**config.mk**
```make
export PLATFORM = sky130hd
export DESIGN_NAME = olt_ctrl
export DESIGN_NICKNAME = d
export VERILOG_FILES = /design/src/hdl/olt_pkg.sv /design/src/hdl/olt_ctrl.sv
export SDC_FILE = /design/constraint.sdc
export NUM_CORES = 1
export LEC_CHECK = 0
export BUFFER_PORTS_ARGS = -buffer_cell sky130_fd_sc_hd__buf_2
export CORE_AREA = 5 5 42 44
export DETAILED_ROUTE_END_ITERATION = 7
export DIE_AREA = 0 0 47 49
export GPL_ROUTABILITY_DRIVEN = 0
export PLACE_DENSITY = 0.55
export SKIP_CTS_REPAIR_TIMING = 1
export SYNTH_ARGS = -nofsm -noshare
export SYNTH_HDL_FRONTEND = slang
export SYNTH_SLANG_ARGS = --single-unit
```
**constraint.sdc**
```tcl
create_clock -name clk -period 2.3 [get_ports clk]
set_clock_uncertainty 0.2 [all_clocks]
set_input_delay 0.115 -clock clk [delete_from_list [all_inputs] [get_ports clk]]
set_output_delay 0.115 -clock clk [all_outputs]
set_load 0.1 [all_outputs]
```
**src/hdl/olt_pkg.sv**
```systemverilog
// ----------------------------------------------------------------------------
// olt_pkg
// Shared types, codes and defaults for the order lifecycle table.
// ----------------------------------------------------------------------------
package olt_pkg;

    localparam int ORDER_SLOTS_DEF   = 64;
    localparam int PENDING_SLOTS_DEF = 16;

    typedef enum logic [2:0] {
        K_INSERT  = 3'd0,
        K_REQUEST = 3'd1,
        K_ACK     = 3'd2,
        K_REJECT  = 3'd3,
        K_FILL    = 3'd4
    } kind_t;

    typedef enum logic [2:0] {
        ST_OK        = 3'd0,
        ST_NOT_FOUND = 3'd1,
        ST_DUPLICATE = 3'd2,
        ST_FULL      = 3'd3,
        ST_EMPTY     = 3'd4,
        ST_NEG_QTY   = 3'd5,
        ST_OVERFILL  = 3'd6,
        ST_ACK_STATE = 3'd7
    } status_t;

    typedef struct packed {
        logic [30:0] id;
        logic [30:0] price;
        logic [30:0] qty;
        logic        side;
        logic        acked;
    } order_ent_t;

    typedef struct packed {
        logic [30:0]        new_id;
        logic [30:0]        old_id;
        logic signed [31:0] delta;
    } pend_ent_t;

    typedef struct packed {
        logic load;
        logic p_rd;
        logic o_rd;
        logic decide;
    } cmd_t;

    typedef struct packed {
        logic p_last;
        logic o_last;
        logic out_free;
    } stat_t;

endpackage

```
**src/hdl/olt_ctrl.sv**
```systemverilog
// ----------------------------------------------------------------------------
// olt_ctrl
// Sequencer: load a word, scan the pending table, scan the order table,
// then decide and write back.
// ----------------------------------------------------------------------------
module olt_ctrl
(
    input  logic          clk,
    input  logic          rst_n,
    input  logic          in_valid,
    output logic          in_stall,
    input  olt_pkg::stat_t st,
    output olt_pkg::cmd_t  cmd
);
    import olt_pkg::*;

    typedef enum logic [5:0] {
        S_IDLE   = 6'b000001,
        S_PSCAN  = 6'b000010,
        S_PDRAIN = 6'b000100,
        S_OSCAN  = 6'b001000,
        S_ODRAIN = 6'b010000,
        S_DECIDE = 6'b100000
    } state_t;

    state_t state_reg, state_next;

    always_comb
    begin
        state_next = state_reg;
        unique case (state_reg)
            S_IDLE:   if (in_valid) state_next = S_PSCAN;
            S_PSCAN:  if (st.p_last) state_next = S_PDRAIN;
            S_PDRAIN: state_next = S_OSCAN;
            S_OSCAN:  if (st.o_last) state_next = S_ODRAIN;
            S_ODRAIN: state_next = S_DECIDE;
            S_DECIDE: if (st.out_free) state_next = S_IDLE;
            default:  state_next = S_IDLE;
        endcase
    end

    always_ff @(posedge clk or negedge rst_n)
    begin
        if (!rst_n)
            state_reg <= S_IDLE;
        else
            state_reg <= state_next;
    end

    assign in_stall   = (state_reg != S_IDLE);
    assign cmd.load   = (state_reg == S_IDLE) && in_valid;
    assign cmd.p_rd   = (state_reg == S_PSCAN);
    assign cmd.o_rd   = (state_reg == S_OSCAN);
    assign cmd.decide = (state_reg == S_DECIDE) && st.out_free;

    a_decide_only_busy: assert property (@(posedge clk) disable iff (!rst_n)
        cmd.decide |=> (state_reg == S_IDLE))
        else $error("decide did not return to idle");
    a_scan_busy: assert property (@(posedge clk) disable iff (!rst_n)
        (cmd.p_rd || cmd.o_rd) |-> in_stall)
        else $error("scan while accepting");
    a_load_starts: assert property (@(posedge clk) disable iff (!rst_n)
        cmd.load |=> (state_reg == S_PSCAN))
        else $error("load did not start the pending scan");

endmodule

```
; ---- Word level (Yosys, flattened, before mapping)
; Cells that the tools add are included.
[classes]
eq_ne = 11
n_mux = 5
reduce_logical = 3
[op_table]
columns = op, n
row1 = $pmux W6 S6, 1
row2 = $mux W6, 4
row3 = $ne A2 B2 Y1 const B, 4
row4 = $eq A6 B1 Y1 const B, 1
row5 = $eq A6 B2 Y1 const B, 1
row6 = $eq A6 B3 Y1 const B, 1
row7 = $eq A6 B4 Y1 const B, 1
row8 = $eq A6 B5 Y1 const B, 1
row9 = $eq A6 B6 Y1 const B, 1
row10 = $ne A6 B1 Y1 const B, 1
row11 = $reduce_and A4 Y1, 1
row12 = $logic_and A1 B1 Y1, 2
[word_totals]
reg_bits = 6
output_inout_bits = 5
word_cells = 20

; ---- Logic depth before layout (Yosys ltp)
[depth]
ltp_word = 3
ltp_mapped = 4

; ---- Worst setup path after synthesis
; OpenSTA, ideal clock, no wires.
[synth_path]
path_kind = register to register
start = register state_reg[5]
end = register state_reg[4]
arrival_time_ns = 2.514
t_required_ns = 2.027
path_slack_ns = -0.487
stages_incl_launch_ff = 4
n_path_buf = 0
synth_period_minus_slack_ns = 2.787
path_cell_list = dfrtp_1 or4_1 nor2_1 and2_1
[synth_rtl]
columns = item, line
row1 = from (decl), olt_ctrl.sv:26  ; state_t state_reg, state_next;
row2 = from (signal assigned), olt_ctrl.sv:47  ; state_reg <= state_next;

==> results.ini <==
[outcome]
status = finished clean

[pwr]
power.density_mw_per_mm2 = 1350
ir_drop_mv = 0.970
power_leakage_nw = 0.242
power_w = 0.000697

[synthesis]
syn_nets = 41
ys_ff_latch = 6
netlist_instances = 35
yosys-top-cells-area = dfrtp_1 (34%), dfstp_2 (7.2%), nor3b_2 (6.9%)
seq_area_frac_synth_pct = 41.7
synth_warnings = 0
ys_types = 25
synth_top_area_share_pct = 34.5
syn_area_um2 = 363
synth_area_per_cell_um2 = 10.4
yosys.area.top_type = dfrtp_1

[timing]
worst_pin_slew_ns = 0.486
maxSlewHeadroom_pct = 67.8
report.final.hold_viol_count = 0
period_share_pct = 96.0
drv_slew = 0
fmax_mhz = 453
rsz0062_at_grt = no
period_needed_ns = 2.21
setup_viol = 0
finalSetupTns_ns = 0
fin_hold_ws_ns = 0.0299

[final_layout]
nFillCells = 149
diodes = 0
layout_common_cells = buf_2 (8), dfrtp_1 (5), clkbuf_4 (4), dlygate4sd3_1 (4), or2_1 (3)
area_delta_synth_final_pct = 42.4
nets = 59
layout_commonest_cell = buf_2
drive_above_1_share_pct = 36.5
largest_register_ffs = 6

[floorplan]
die_height_um = 49
die_w_um = 47
initial_core_util_pct = 25.9
coreArea_mm2 = 0.00140
io_pins = 11
die_area_mm2 = 0.00230
fp-row-count = 14

[worst_setup_path]
cp_max_fo = 5
cp.required_ns = 1.99
arrival_ns = 1.89
path_class = register to output port
crit_path_end_kind = output port
start_kind = register

[route]
drt_iter0_markers = 0
drc = 0
via_count = 306
drt-vias-per-instance = 4.50
drtAntennaViolNets = 0
drt_pass1_iterations = 1
wl_per_cell_um = 11.4
wl_um = 777

[worst_hold_path]
worstHoldPathType = input port to async pin

[place]
dp_hpwl_um = 580
numPortBuffers = 10

[grt]
antenna_found_initial = 0
grt_pass1_vias = 301
grt_pass1_wl_um = 1250
grt_use_total_pct = 7.87
grt_max_degree = 8
globalRouteOverflowTotal = 0

[clock_tree]
cts_tree = done
clk_pin_slew_ns = 0.05
cts_root_buf = clkbuf_4
cts_made_buffers = 3
cts_max_level = 1
cts_max_path_buffers = 2
insertion_delay_ns = 0.24
cts.sinks = 6

[flow_run]
cap_violations = 0

==> cells in the mapped netlist <==
library cell / instances
o32ai_1: 1
and2_1: 2
or4_1: 1
or2_1: 3
nor2b_1: 1
and4b_1: 1
a2111oi_0: 1
dfrtp_1: 5
mux2i_1: 1
nor2_1: 2
a211o_1: 1
nor3b_2: 2
inv_1: 1
nand3_1: 1
and2_2: 1
nand2b_1: 1
or2b_1: 1
dfstp_2: 1
a21oi_1: 1
o21ai_0: 1
xor2_1: 1
nor4_1: 2
or4_4: 1
buf_4: 1
and2b_1: 1
==> path summary, 6_finish.rpt <==
kind	start	slack [ns]	end	depth (start not counted)
max in group asynchronous	rst_n	1.65	state_reg[0]	2
min	rst_n	0.03	state_reg[1]	2
min in group clk	st[0]	0.03	state_reg[5]	4
max reg2reg	state_reg[3]	0.46	state_reg[1]	4
max	state_reg[3]	0.09	cmd[3]	4
min reg2reg	state_reg[2]	0.44	state_reg[3]	2
==> through the flow <==
stage	util (%)	instance area [um^2]	setup WS [ns]	std cells
after detailed placement	32.0	448	0.352	60
after floorplan	-	370	0.211	35
after global placement	32.0	448	0.361	60
final	36.9	517	0.0928	68
after global routing	36.9	517	0.00476	68
after CTS	33.8	474	0.0760	64
==> cell families after synthesis <==
group,count (synthesis),synth area share [%]
multiplexers,1,2.76
flip-flops,6,41.7
buffers and inverters,2,3.10
XOR/XNOR,1,2.41
AND/OR/NAND/NOR,20,40.0
AO/OA/AOI/OAI,5,10.0
==> final cells by class <==
class / instances / area (um^2) / share of cell area, %
clock buffer: 4 / 26.3 / 5.08
inverter: 1 / 3.75 / 0.726
multi-input combinational: 27 / 208 / 40.2
sequential: 6 / 151 / 29.3
tap: 16 / 20.0 / 3.87
timing repair buffer: 14 / 108 / 20.8
==> critical path, stage by stage, from the launching register on <==
cell and delay [ns]:
dfrtp_1 0.41, or4_4 0.56, nor3b_2 0.28, and2_2 0.22
buf_12 0.17
==> layer usage <==
| metal | GRT usage (%) | routed length (um) | vias to the layer above |
|---|---|---|---|
| li1 | - | - | 161 |
| met1 | 9.87 | 349 | 138 |
| met2 | 10.4 | 387 | 7 |
| met3 | 2.21 | 40 | 0 |
| met4 | 6.91 | 0 | 0 |
| met5 | 0 | 0 | - |
==> report_power, final <==
| group | internal (W) | switching (W) | total [W] |
|---|---|---|---|
| logic | 0.000132 | 0.000290 | 0.000421 |
| clock network | 0.0000657 | 0.0000385 | 0.000104 |
| registers | 0.000136 | 0.0000348 | 0.000171 |
| total | 0.000334 | 0.000363 | 0.000697 |
(Power assumes the default switching activity.)
